## config.mk

```make
export PLATFORM = sky130hd
export DESIGN_NAME = seven_segment_serial_link_sender_top
export DESIGN_NICKNAME = d
export VERILOG_FILES = /design/src/hdl/sssl_pkg.sv /design/src/hdl/sssl_seg_enc.sv /design/src/hdl/sssl_seq.sv /design/src/hdl/seven_segment_serial_link_sender_top.sv
export VERILOG_INCLUDE_DIRS = /design/src /design/src/hdl
export SDC_FILE = /design/constraint.sdc
export NUM_CORES = 1
export LEC_CHECK = 0
export BUFFER_PORTS_ARGS = -buffer_cell sky130_fd_sc_hd__buf_2
export CAP_MARGIN = 20
export CORE_AREA = 2 2 130 132
export DETAILED_ROUTE_END_ITERATION = 12
export DIE_AREA = 0 0 132 134
export GPL_ROUTABILITY_DRIVEN = 0
export PLACE_DENSITY = 0.76
export SLEW_MARGIN = 20
export SYNTH_ARGS = -nofsm -noshare
export SYNTH_HDL_FRONTEND = slang
export SYNTH_SLANG_ARGS = --single-unit
```

## constraint.sdc

```tcl
create_clock -name i_clk -period 9.1 [get_ports i_clk]
set_input_delay 0.91 -clock i_clk [delete_from_list [all_inputs] [get_ports i_clk]]
set_output_delay 0.91 -clock i_clk [all_outputs]
set_load 0.02 [all_outputs]
```

## src/hdl/seven_segment_serial_link_sender_top_macros.svh

```systemverilog
// Assertion macros for the two-wire seven-segment link sender.
`ifndef SEVEN_SEGMENT_SERIAL_LINK_SENDER_TOP_MACROS_SVH
`define SEVEN_SEGMENT_SERIAL_LINK_SENDER_TOP_MACROS_SVH

// Same-cycle implication, checked at every rising clock edge outside reset.
`define SSSL_ASSERT_NOW(label, ante, cons, msg) \
    label: assert property (@(posedge i_clk) disable iff (!i_rst_n) (ante) |-> (cons)) \
        else $error(msg);

// Next-cycle implication, checked at every rising clock edge outside reset.
`define SSSL_ASSERT_NEXT(label, ante, cons, msg) \
    label: assert property (@(posedge i_clk) disable iff (!i_rst_n) (ante) |=> (cons)) \
        else $error(msg);

`endif

```

## src/hdl/sssl_pkg.sv

```systemverilog
// Types, constants and the segment table of the two-wire seven-segment link sender.
package sssl_pkg;

    localparam int DIGIT_COUNT   = 4;
    localparam int DIGIT_FIELDS  = 4;
    localparam int LOADED_DIGITS = (DIGIT_COUNT < DIGIT_FIELDS) ? DIGIT_COUNT : DIGIT_FIELDS;
    localparam int SLOTS         = 8;
    localparam int SLOT_W        = $clog2(SLOTS);

    localparam logic [7:0] CMD_DATA_ALL  = 8'h40;
    localparam logic [7:0] CMD_DATA_ONE  = 8'h44;
    localparam logic [7:0] CMD_ADDR_BASE = 8'hC0;
    localparam logic [7:0] CMD_DISPLAY   = 8'h88;

    localparam logic [1:0] FRAME_DATA_CMD = 2'd0;
    localparam logic [1:0] FRAME_ADDRESS  = 2'd1;
    localparam logic [1:0] FRAME_SEGMENTS = 2'd2;
    localparam logic [1:0] FRAME_DISPLAY  = 2'd3;

    typedef enum logic [1:0] {
        OP_TICK     = 2'd0,
        OP_LOAD_ALL = 2'd1,
        OP_LOAD_ONE = 2'd2
    } t_op;

    typedef enum logic [1:0] {
        REG_BRIGHTNESS = 2'd0,
        REG_ADDRESS    = 2'd1,
        REG_ACK_LIMIT  = 2'd2
    } t_reg_index;

    typedef enum logic [3:0] {
        PH_IDLE     = 4'd0,
        PH_ARMED    = 4'd1,
        PH_START_A  = 4'd2,
        PH_START_B  = 4'd3,
        PH_START_C  = 4'd4,
        PH_BIT_LOW  = 4'd5,
        PH_BIT_HIGH = 4'd6,
        PH_ACK_PREP = 4'd7,
        PH_ACK_WAIT = 4'd8,
        PH_ACK_OK   = 4'd9,
        PH_STOP_A   = 4'd10,
        PH_STOP_B   = 4'd11,
        PH_STOP_C   = 4'd12
    } t_phase;

    typedef struct packed {
        logic [1:0]                   operation;
        logic [DIGIT_FIELDS-1:0][5:0] digits;
        logic [6:0]                   single_code;
        logic [1:0]                   position;
        logic                         data_line_in;
    } t_item;

    typedef struct packed {
        logic [2:0] brightness;
        logic [7:0] address_command;
        logic [7:0] ack_limit;
    } t_cfg;

    typedef struct packed {
        logic clock_line;
        logic data_line_out;
        logic data_drive;
        logic busy_res;
        logic last;
        logic ack_missing;
    } t_result;

    // Segment byte for a table code; codes past the table are blank.
    function automatic logic [7:0] seg_of(input logic [6:0] code);
        logic [7:0] seg;
        case (code)
            7'd0:  seg = 8'h3f;
            7'd1:  seg = 8'h06;
            7'd2:  seg = 8'h5b;
            7'd3:  seg = 8'h4f;
            7'd4:  seg = 8'h66;
            7'd5:  seg = 8'h6d;
            7'd6:  seg = 8'h7d;
            7'd7:  seg = 8'h07;
            7'd8:  seg = 8'h7f;
            7'd9:  seg = 8'h6f;
            7'd10: seg = 8'h77;
            7'd11: seg = 8'h7c;
            7'd12: seg = 8'h39;
            7'd13: seg = 8'h5e;
            7'd14: seg = 8'h79;
            7'd15: seg = 8'h71;
            7'd16: seg = 8'hbf;
            7'd17: seg = 8'h86;
            7'd18: seg = 8'hdb;
            7'd19: seg = 8'hcf;
            7'd20: seg = 8'he6;
            7'd21: seg = 8'hed;
            7'd22: seg = 8'hfd;
            7'd23: seg = 8'h87;
            7'd24: seg = 8'hff;
            7'd25: seg = 8'hef;
            7'd26: seg = 8'hf7;
            7'd27: seg = 8'hfc;
            7'd28: seg = 8'hb9;
            7'd29: seg = 8'hde;
            7'd30: seg = 8'hf9;
            7'd31: seg = 8'hf1;
            7'd32: seg = 8'h00;
            7'd33: seg = 8'h40;
            default: seg = 8'h00;
        endcase
        return seg;
    endfunction

endpackage

```

## src/hdl/sssl_seg_enc.sv

```systemverilog
// Digit code to segment byte encoder, with ASCII hex letters taken as 10 to 15.
module sssl_seg_enc (
    input  logic [6:0] i_code,
    output logic [7:0] o_segments
);
    import sssl_pkg::*;

    localparam logic [6:0] ASCII_UPPER_A = 7'h41;
    localparam logic [6:0] ASCII_UPPER_F = 7'h46;
    localparam logic [6:0] ASCII_LOWER_A = 7'h61;
    localparam logic [6:0] ASCII_LOWER_F = 7'h66;
    localparam logic [6:0] HEX_TEN       = 7'd10;

    logic [6:0] code;

    always_comb begin
        if (i_code inside {[ASCII_UPPER_A:ASCII_UPPER_F]}) begin
            code = i_code - ASCII_UPPER_A + HEX_TEN;
        end else if (i_code inside {[ASCII_LOWER_A:ASCII_LOWER_F]}) begin
            code = i_code - ASCII_LOWER_A + HEX_TEN;
        end else begin
            code = i_code;
        end
    end

    assign o_segments = seg_of(code);

endmodule

```

## src/hdl/sssl_seq.sv

```systemverilog
// Link sequencer: segment buffer, frame and phase state, and one pin event per step.
module sssl_seq (
    input  logic              i_clk,
    input  logic              i_rst_n,
    input  logic              i_advance,
    input  sssl_pkg::t_item   i_item,
    input  sssl_pkg::t_cfg    i_cfg,
    output sssl_pkg::t_result o_next_result
);
    import sssl_pkg::*;

    logic [DIGIT_FIELDS-1:0][7:0] seg_all;
    logic [7:0]                   seg_one;

    for (genvar g = 0; g < DIGIT_FIELDS; g++) begin : g_digit_enc
        sssl_seg_enc u_enc (
            .i_code     ({1'b0, i_item.digits[g]}),
            .o_segments (seg_all[g])
        );
    end

    sssl_seg_enc u_enc_single (
        .i_code     (i_item.single_code),
        .o_segments (seg_one)
    );

    logic [SLOTS-1:0][7:0] r_buf;

    t_phase      r_phase, n_phase;
    logic [1:0]  r_frame, n_frame;
    logic [SLOT_W-1:0] r_byte_idx, n_byte_idx;
    logic [2:0]  r_bit_idx, n_bit_idx;
    logic [7:0]  r_shift, n_shift;
    logic [7:0]  r_ack_cnt, n_ack_cnt;
    logic        r_single, n_single;
    logic [1:0]  r_target, n_target;

    logic              wr_all;
    logic              wr_one;
    logic              do_begin;
    logic [1:0]        bb_frame;
    logic [SLOT_W-1:0] bb_idx;
    logic [7:0]        bb_byte;
    logic [7:0]        ack_base;
    logic [7:0]        ack_next;
    logic [SLOT_W:0]   idx_plus;
    logic              last;
    logic              miss;

    always_comb begin
        n_phase    = r_phase;
        n_frame    = r_frame;
        n_byte_idx = r_byte_idx;
        n_bit_idx  = r_bit_idx;
        n_shift    = r_shift;
        n_ack_cnt  = r_ack_cnt;
        n_single   = r_single;
        n_target   = r_target;
        wr_all     = 1'b0;
        wr_one     = 1'b0;
        do_begin   = 1'b0;
        bb_frame   = r_frame;
        bb_idx     = r_byte_idx;
        bb_byte    = 8'h00;
        last       = 1'b0;
        miss       = 1'b0;
        ack_base   = (r_phase == PH_ACK_PREP) ? 8'h00 : r_ack_cnt;
        ack_next   = ack_base + 8'd1;
        idx_plus   = {1'b0, r_byte_idx} + (SLOT_W+1)'(1);

        case (t_op'(i_item.operation))
            OP_LOAD_ALL, OP_LOAD_ONE: begin
                if (r_phase == PH_IDLE) begin
                    if (t_op'(i_item.operation) == OP_LOAD_ALL) begin
                        wr_all   = 1'b1;
                        n_single = 1'b0;
                    end else begin
                        wr_one   = 1'b1;
                        n_target = i_item.position;
                        n_single = 1'b1;
                    end
                    n_byte_idx = '0;
                    n_frame    = FRAME_DATA_CMD;
                    n_phase    = PH_ARMED;
                end
            end
            OP_TICK: begin
                case (r_phase)
                    PH_ARMED: begin
                        n_frame = FRAME_DATA_CMD;
                        n_phase = PH_START_A;
                    end
                    PH_START_A: n_phase = PH_START_B;
                    PH_START_B: n_phase = PH_START_C;
                    PH_START_C: do_begin = 1'b1;
                    PH_BIT_LOW: n_phase = PH_BIT_HIGH;
                    PH_BIT_HIGH: begin
                        n_shift   = {1'b0, r_shift[7:1]};
                        n_bit_idx = r_bit_idx + 3'd1;
                        n_phase   = (r_bit_idx == 3'd7) ? PH_ACK_PREP : PH_BIT_LOW;
                    end
                    PH_ACK_PREP, PH_ACK_WAIT: begin
                        if (!i_item.data_line_in) begin
                            n_ack_cnt = ack_base;
                            n_phase   = PH_ACK_OK;
                        end else begin
                            n_ack_cnt = ack_next;
                            if (ack_next == i_cfg.ack_limit) begin
                                miss    = 1'b1;
                                n_phase = PH_ACK_OK;
                            end else begin
                                n_phase = PH_ACK_WAIT;
                            end
                        end
                    end
                    PH_ACK_OK: begin
                        if (r_frame == FRAME_ADDRESS) begin
                            n_byte_idx = '0;
                            do_begin   = 1'b1;
                            bb_frame   = FRAME_SEGMENTS;
                            bb_idx     = '0;
                        end else if (r_frame == FRAME_SEGMENTS && !r_single &&
                                     idx_plus < (SLOT_W+1)'(DIGIT_COUNT)) begin
                            n_byte_idx = idx_plus[SLOT_W-1:0];
                            do_begin   = 1'b1;
                            bb_frame   = FRAME_SEGMENTS;
                            bb_idx     = idx_plus[SLOT_W-1:0];
                        end else begin
                            n_phase = PH_STOP_A;
                        end
                    end
                    PH_STOP_A: n_phase = PH_STOP_B;
                    PH_STOP_B: begin
                        if (r_frame == FRAME_DISPLAY) begin
                            last    = 1'b1;
                            n_frame = FRAME_DATA_CMD;
                            n_phase = PH_IDLE;
                        end else begin
                            n_frame = (r_frame == FRAME_DATA_CMD) ? FRAME_ADDRESS
                                                                   : FRAME_DISPLAY;
                            n_phase = PH_STOP_C;
                        end
                    end
                    PH_STOP_C: n_phase = PH_START_A;
                    default: begin
                        n_frame = FRAME_DATA_CMD;
                        n_phase = PH_IDLE;
                    end
                endcase
            end
            default: ;
        endcase

        // Start of a byte: pick it by frame and load the shifter.
        case (bb_frame)
            FRAME_DATA_CMD: bb_byte = r_single ? CMD_DATA_ONE : CMD_DATA_ALL;
            FRAME_ADDRESS:  bb_byte = r_single ? (CMD_ADDR_BASE | {6'd0, r_target})
                                               : i_cfg.address_command;
            FRAME_SEGMENTS: bb_byte = r_single ? r_buf[SLOT_W'(r_target)] : r_buf[bb_idx];
            default:        bb_byte = CMD_DISPLAY + {5'd0, i_cfg.brightness};
        endcase
        if (do_begin) begin
            n_shift   = bb_byte;
            n_bit_idx = 3'd0;
            n_frame   = bb_frame;
            n_phase   = PH_BIT_LOW;
        end

        // Pin levels follow the phase that the step lands in.
        o_next_result.clock_line    = 1'b1;
        o_next_result.data_line_out = 1'b1;
        o_next_result.data_drive    = 1'b1;
        case (n_phase)
            PH_START_B: begin
                o_next_result.data_line_out = 1'b0;
            end
            PH_START_C, PH_STOP_A: begin
                o_next_result.clock_line    = 1'b0;
                o_next_result.data_line_out = 1'b0;
            end
            PH_BIT_LOW: begin
                o_next_result.clock_line    = 1'b0;
                o_next_result.data_line_out = n_shift[0];
            end
            PH_BIT_HIGH: begin
                o_next_result.data_line_out = n_shift[0];
            end
            PH_ACK_PREP: begin
                o_next_result.clock_line = 1'b0;
            end
            PH_ACK_WAIT, PH_ACK_OK: begin
                o_next_result.data_drive = 1'b0;
            end
            PH_STOP_B: begin
                o_next_result.data_line_out = 1'b0;
            end
            default: ;
        endcase
        o_next_result.busy_res    = (n_phase != PH_IDLE) || last;
        o_next_result.last        = last;
        o_next_result.ack_missing = miss;
    end

    always_ff @(posedge i_clk) begin
        if (!i_rst_n) begin
            r_phase    <= PH_IDLE;
            r_frame    <= FRAME_DATA_CMD;
            r_byte_idx <= '0;
            r_bit_idx  <= 3'd0;
            r_shift    <= 8'h00;
            r_ack_cnt  <= 8'h00;
            r_single   <= 1'b0;
            r_target   <= 2'd0;
        end else if (i_advance) begin
            r_phase    <= n_phase;
            r_frame    <= n_frame;
            r_byte_idx <= n_byte_idx;
            r_bit_idx  <= n_bit_idx;
            r_shift    <= n_shift;
            r_ack_cnt  <= n_ack_cnt;
            r_single   <= n_single;
            r_target   <= n_target;
        end
    end

    // The segment buffer holds no reset value; slots are defined once loaded.
    always_ff @(posedge i_clk) begin
        if (i_advance && wr_all) begin
            for (int i = 0; i < LOADED_DIGITS; i++) begin
                r_buf[SLOT_W'(i)] <= seg_all[i];
            end
        end
        if (i_advance && wr_one) begin
            r_buf[SLOT_W'(i_item.position)] <= seg_one;
        end
    end

endmodule

```

## src/hdl/seven_segment_serial_link_sender_top.sv

```systemverilog
// Top level of the two-wire seven-segment link sender with its handshake registers.
//
// This block drives the clock and data pins of a two-wire link to a four-digit
// seven-segment controller, one pin event per tick item. A load item (all four
// digit codes, or one code with its position) fills the segment buffer and arms
// a sequence; the following tick items walk through the data-mode command, the
// address command with the segment bytes, and the display control command with
// the brightness, each frame being start, bytes sent LSB first with an
// acknowledge wait after each, and stop. A missing acknowledge is flagged on
// ack_missing and the sequence goes on. Loads that arrive while a sequence is
// running are ignored and simply report the current pin levels. Every input
// item yields exactly one result. The block takes one item per clock cycle while
// results are taken: a transfer on the input lands in an input register, the
// combinational sequencer step turns it into the next pin event, and the event
// sits in a result register. While a result is stalled, one more item can still
// be taken into an empty input register; after that the input stalls until the
// result is taken. The configuration registers are written through a plain write
// port and should only be changed while no sequence is in progress. No clearing
// pass follows reset.
module seven_segment_serial_link_sender_top (
    input  logic       i_clk,
    input  logic       i_rst_n,
    // Input channel
    input  logic       i_valid,
    output logic       o_ready,
    input  logic [1:0] i_operation,
    input  logic [5:0] i_digit_zero,
    input  logic [5:0] i_digit_one,
    input  logic [5:0] i_digit_two,
    input  logic [5:0] i_digit_three,
    input  logic [6:0] i_single_code,
    input  logic [1:0] i_position,
    input  logic       i_data_line_in,
    // Result channel
    output logic       o_valid,
    input  logic       i_ready,
    output logic       o_clock_line,
    output logic       o_data_line_out,
    output logic       o_data_drive,
    output logic       o_busy_res,
    output logic       o_last,
    output logic       o_ack_missing,
    // Configuration port
    input  logic       i_cfg_we,
    input  logic [1:0] i_cfg_index,
    input  logic [7:0] i_cfg_data
);
    import sssl_pkg::*;

    logic    r_in_valid;
    t_item   r_item;
    logic    r_out_valid;
    t_result r_result;
    t_result next_result;
    t_cfg    r_cfg;
    logic    advance;

    // The sequencer steps whenever an item is held and the result register is
    // free or being emptied in this cycle.
    assign advance = r_in_valid && (!r_out_valid || i_ready);
    assign o_ready = !r_in_valid || advance;

    always_ff @(posedge i_clk) begin
        if (!i_rst_n) begin
            r_in_valid  <= 1'b0;
            r_out_valid <= 1'b0;
        end else begin
            if (o_ready) begin
                r_in_valid <= i_valid;
            end
            if (advance) begin
                r_out_valid <= 1'b1;
            end else if (i_ready) begin
                r_out_valid <= 1'b0;
            end
        end
    end

    always_ff @(posedge i_clk) begin
        if (i_valid && o_ready) begin
            r_item.operation    <= i_operation;
            r_item.digits[0]    <= i_digit_zero;
            r_item.digits[1]    <= i_digit_one;
            r_item.digits[2]    <= i_digit_two;
            r_item.digits[3]    <= i_digit_three;
            r_item.single_code  <= i_single_code;
            r_item.position     <= i_position;
            r_item.data_line_in <= i_data_line_in;
        end
        if (advance) begin
            r_result <= next_result;
        end
    end

    // Configuration registers; an index past the list is ignored.
    always_ff @(posedge i_clk) begin
        if (!i_rst_n) begin
            r_cfg.brightness      <= 3'd2;
            r_cfg.address_command <= CMD_ADDR_BASE;
            r_cfg.ack_limit       <= 8'd200;
        end else if (i_cfg_we) begin
            case (t_reg_index'(i_cfg_index))
                REG_BRIGHTNESS: r_cfg.brightness      <= i_cfg_data[2:0];
                REG_ADDRESS:    r_cfg.address_command <= i_cfg_data;
                REG_ACK_LIMIT:  r_cfg.ack_limit       <= i_cfg_data;
                default: ;
            endcase
        end
    end

    sssl_seq u_seq (
        .i_clk         (i_clk),
        .i_rst_n       (i_rst_n),
        .i_advance     (advance),
        .i_item        (r_item),
        .i_cfg         (r_cfg),
        .o_next_result (next_result)
    );

    assign o_valid         = r_out_valid;
    assign o_clock_line    = r_result.clock_line;
    assign o_data_line_out = r_result.data_line_out;
    assign o_data_drive    = r_result.data_drive;
    assign o_busy_res      = r_result.busy_res;
    assign o_last          = r_result.last;
    assign o_ack_missing   = r_result.ack_missing;

`include "seven_segment_serial_link_sender_top_macros.svh"

    // The final event of a sequence leaves both lines high and driven.
    `SSSL_ASSERT_NOW(a_last_idle_lines, o_valid && o_last,
        o_busy_res && o_clock_line && o_data_line_out && o_data_drive,
        "last event without idle line levels")
    // A released data line always reads high.
    `SSSL_ASSERT_NOW(a_release_high, o_valid && !o_data_drive,
        o_data_line_out && o_clock_line, "released data line not reported high")
    // A missed acknowledge is only reported while the line is released.
    `SSSL_ASSERT_NOW(a_miss_released, o_valid && o_ack_missing,
        !o_data_drive && o_busy_res, "acknowledge miss outside the acknowledge wait")
    // A sequencer step always leaves a result waiting.
    `SSSL_ASSERT_NEXT(a_step_result, advance, o_valid, "sequencer step produced no result")

endmodule
```

Word level (Yosys, flattened, before mapping)
Memory sizes are Yosys's and may differ from the RTL's.
Index checks and enable logic that the tools add are counted.
Storage, ports and cells
  register bits: 158
  latch bits: 0
  bits in writable memories: 0
  bits in read-only memories: 2560
  bits of input ports: 51
  output and inout bits: 8
  word-level logic and storage cells: 259
  memories: 5
Memories
  (no name shown): words 64, width 8, read ports 1, clocked after memory_dff 0, wr ports 0, RTL line sssl_pkg.sv:74  | case (code)
  (no name shown): words 64, width 8, read ports 1, clocked after memory_dff 0, wr ports 0, RTL line sssl_pkg.sv:74
  (no name shown): words 64, width 8, read ports 1, clocked after memory_dff 0, wr ports 0, RTL line sssl_pkg.sv:74
  (no name shown): words 64, width 8, read ports 1, clocked after memory_dff 0, wr ports 0, RTL line sssl_pkg.sv:74
  (no name shown): words 64, width 8, read ports 1, clocked after memory_dff 0, wr ports 0, RTL line sssl_pkg.sv:74
Cells by class
  $add $sub $neg: 24
  multipliers: 0
  divide/modulo/power cells: 0
  magnitude comparators: 25
  equal/unequal tests: 35
  shifts and indexed selects: 0
  multiplexer cells: 81
  bitwise operators: 1
  reduce and logical (&&, ||, !) cells: 52
Operators by type and width (number)
  $mux W8: 15
  $add A7 B4 Y7 const B: 10
  $mux W7: 10
  $bwmux W64: 1
  $mux W32: 2
  $ge A6 B7 Y1 const B: 8
  $le A6 B7 Y1 const B: 8
  $sub A6 B7 Y7 const B: 8
  $pmux W4 S10: 1
  $eq A4 B4 Y1 const B: 9
  $eq A4 B3 Y1 const B: 8
  $mux W3: 9
  $bmux W8 S3: 1
  $mux W4: 6
  $pmux W8 S3: 1
  $mux W1: 18
  $mux W2: 9
  $logic_and A1 B1 Y1: 17
  $bmux W8 S2: 1
  $demux W8 S2: 1
  $reduce_and A3 Y1: 5
  $ge A7 B7 Y1 const B: 2
  $le A7 B7 Y1 const B: 2
  $sub A7 B7 Y7 const B: 2
  other kinds (34): 64

Longest topological paths before layout
  word-level depth: 13
  depth in mapped cells: 12
  gate-level depth less buffers: 12

By module
From an unflattened synthesis, not the netlist that was laid out.
Unflattened totals
  cells, all modules: 1028
  area total of the unflattened synthesis: 9215.1 um^2
By module, submodules not included
  sssl_seq: times used 1, cells an instance 582, area each 4541.9 um^2, seq. area each 1261.2 um^2
  sssl_seg_enc: times used 5, cells an instance 64, area each 511.7 um^2, seq. area each 0.0 um^2
  seven_segment_serial_link_sender_top: times used 1, cells an instance 126, area each 2114.5 um^2, seq. area each 1681.6 um^2

Worst setup path before layout
OpenSTA, ideal clock, no wires.
  path type: register -> register
  start: register u_seq.r_phase[3]
  end: register r_result, in the netlist o_data_line_out (data pin)
  library setup time: 0.167 ns
  arrival time: 2.704 ns
  data required time: 8.933 ns
  slack: 6.229 ns
  cell stages (with the launch flop): 12
  buffers on the path: 1
  period minus slack after synthesis: 2.871 ns
  cell sequence: dfxtp_1 > buf_2 > nand4b_1 > and2_1 > ha_1 > xor3_1 > or4_1 > o211ai_1 > and4_1 > o21ai_2 > o211a_1 > a211oi_1
RTL lines
  start, declared: RTL line sssl_seq.sv:29  | t_phase r_phase, n_phase;
  start signal, assigned: RTL line sssl_seq.sv:215  | r_phase <= n_phase;
  end signal, assigned: RTL line seven_segment_serial_link_sender_top.sv:91  | r_result <= next_result;
  end, declared: RTL line seven_segment_serial_link_sender_top.sv:53  | t_result r_result;

==> metrics.txt <==
outcome=finished clean; unrepaired setup endpoints after global routing=false; post-cts hold buffer count=0; Die Y=134 µm; Post-Synthesis Cell Area=0.00804 mm²; Syn Inst Count=884; Area contributors post-synth=dfxtp_1, edfxtp_1, mux2i_1, ha_1, a21oi_1; setup TNS=0 ns; WS Path Type=reg2reg; count of cell types in the netlist=87; post-synthesis sequential area ratio=0.366; Wirelength per Cell=16.4 µm; Setup Fix Bufs, Post-CTS=0; Critical Path End Type=flip-flop; pin count of the biggest net entering global routing=66; vias in the first global route=6,200; vias per cell=5.90; HPWL Detailed=13,100 µm; syn avg cell area=9.10 µm²; clock transition at the registers of the reported paths=0.06 ns; worst vdd ir=150 µV; TritonCTS buffer count=17; PwrDens=181 mW/mm²; antenna cells=0; top-count cell post-synth=dfxtp_1; slew of the pin with the lowest slew margin=0.986 ns; initial antenna violation count=0; max-slew violations=0; Core Region=0.0163 mm²; worst skew pair latency=0.43 ns; CTS Sinks=126; I/O pin count=59; Final min period=3.61 ns; share of post-route cells with drive strength above 1=0.152; Clock power frac=0.403; fraction of registers with async set/reset=0; CTS Buffer Depth=2; power after layout=1.62 mW; FF+latch count, synth=126; Psw=0.454 mW; Max Cap Violations=0; CTS root buffer=clkbuf_16; htree depth=4; startpoint class of the critical path=flip-flop; first-pass GRT wire length=30,800 µm; CP max FO=20; drt pass-1 iters=5; Lkg Pwr=3.53 nW; Util after Layout=0.550; cell count after placement=1,103; crit-path max cell delay=0.73 ns; starting density of the core=0.494; Die Width=132 µm; CTS tree=done; cts repair resizes=0; die area=0.0177 mm²; Critical Path, Cell by Cell=nand4b_1, and2_1, ha_1, xor3_1, or4_1, o211ai_1, and4_1, o21ai_2, o211a_1, a211oi_1; Worst Skew=0.00894 ns; synthesis-to-layout area growth=11.4%; sw frac=0.280; Routed WL=18,600 µm; Comb power frac=0.147; GRT Total Usage=0.215; slew margin rel.=0.343; Hold Path Class=reg2reg; Post-DRT Antenna Nets=0; Reg power frac=0.449; Initial DRC Count=554; post-synth top area share=0.209; gr ovfl total=0; Layout Cells excl Fill=1,135; Synth area leader=dfxtp_1; fillers=1,419; Rows=47; Post-synth EDFFs=42; syn_nets=974; Synth warnings=0; nets=992; ys flop type=dfxtp_1; Highest Clock Rate=277 MHz; Arrival @ worst endpoint=3.86 ns; final setup vio count=0; slowest cell on the critical path=dfxtp_1; crit share post-route=0.397; Port Buffer Count=58; WP data required=9.35 ns; Pint=1.17 mW; Final Hold Vio Count=0; routed vias=6,700; top post-synthesis cells by count=dfxtp_1, a21oi_1, nor2_1; DRC violations left=0
==> cells in the final DEF, fill, tap and decap left out, types with 4 or more instances in the layout <==
cell type,instances
nand3b_1,7
o21ai_2,4
and2_1,11
and3_1,10
mux2i_1,56
clkinv_2,4
a21o_1,6
a211oi_1,31
buf_2,58
nor2b_1,14
a221oi_1,4
o22ai_1,4
o21ai_1,5
ha_1,39
nor4_1,4
edfxtp_1,42
nor3b_1,13
nand2b_1,7
a2111oi_0,9
inv_1,35
o221ai_1,8
nand3_1,13
a31oi_1,14
nor2_1,76
o21a_1,5
mux4_2,12
dfxtp_1,84
or3_1,5
mux2_2,6
a21oi_1,82
clkbuf_16,18
nand4_1,4
nand2_1,53
nor3_1,30
o21ai_0,44
xnor2_1,9
o31ai_1,7
==> kinds of logic (layout without fill, tap and decap cells) <==
group                      after synthesis  in the layout  synth area share
xor gates and xnor gates                13             13            0.0177
DFF                                    126            126             0.366
adders and majority gates               40             40            0.0619
AOI/OAI and AO/OA                      261            261             0.214
and+or+nand+nor                        271            271             0.177
muxes                                   75             75             0.113
buffers and inverters                   98            129            0.0504
==> per-layer routing <==
layer  vias up  GRT usage  wire length (µm)  share of wire
met1      3100      0.264              8040           0.43
li1       3336          -                 -              -
met2       225      0.373              9000           0.48
met3        39     0.0510              1080          0.058
met4         0     0.0707               478          0.026
met5         -          0                 0              0
==> state kept, by name, indices dropped and copies added (netlist names) <==
name and flops:
o_data_drive 1, o_last 1, u_seq.r_phase 4, r_in_valid 1
r_cfg 19, o_valid 1, u_seq.r_bit_idx 3, r_item 36
u_seq.r_shift 8, o_data_line_out 1, u_seq.r_single 1, u_seq.r_frame 2
u_seq.r_target 2, u_seq.r_buf 32, o_clock_line 1, u_seq.r_ack_cnt 8
o_ack_missing 1, o_busy_res 1, u_seq.r_byte_idx 3
==> final timing paths <==
check,depth (start not counted),start,slack (ns),to
worst max register to register,10,u_seq.r_phase[2],5.49,o_data_line_out
worst max-delay path,10,u_seq.r_phase[2],5.49,o_data_line_out
worst min-delay path,2,u_seq.r_bit_idx[1],0.46,u_seq.r_bit_idx[1]
worst min register to register,2,u_seq.r_bit_idx[1],0.46,u_seq.r_bit_idx[1]
==> power by group through the flow <==
| stage | logic (mW) | clock network, mW | registers [mW] |
|---|---|---|---|
| after floorplan | 0.198 | 0 | 0.698 |
| after global placement | 0.229 | 0 | 0.733 |
| after detailed placement | 0.237 | 0 | 0.735 |
| after CTS | 0.239 | 0.663 | 0.724 |
| after global routing | 0.264 | 0.689 | 0.735 |
| final | 0.239 | 0.654 | 0.728 |
==> layout make-up <==
class / instances / area [µm²] / share of cell area
clock inverter: 13 / 111 / 0.0124
timing repair buffer: 60 / 305 / 0.0341
clock buffer: 19 / 464 / 0.0518
sequential: 126 / 2940 / 0.329
multi-input combinational: 660 / 4720 / 0.527
inverter: 37 / 139 / 0.0155
tap: 220 / 275 / 0.0307
==> stage by stage <==
step	setup slack [ns]	instance area, µm²	hold WS, ns
floorplan	6.23	8040	0.436
global placement	5.40	8360	0.444
detailed placement	5.33	8360	0.452
CTS	5.34	8940	0.460
global route	5.21	8960	0.486
finish	5.49	8960	0.462
==> critical path, delay by kind of cell, from the launching register on <==
family / cells / cell delay, ns
flops: 1 / 0.73
simple gates: 4 / 1.47
fa+ha+maj: 1 / 0.29
xor+xnor: 1 / 0.22
compound gates: 4 / 0.72
Note: power is estimated with default switching activity, not from simulation.
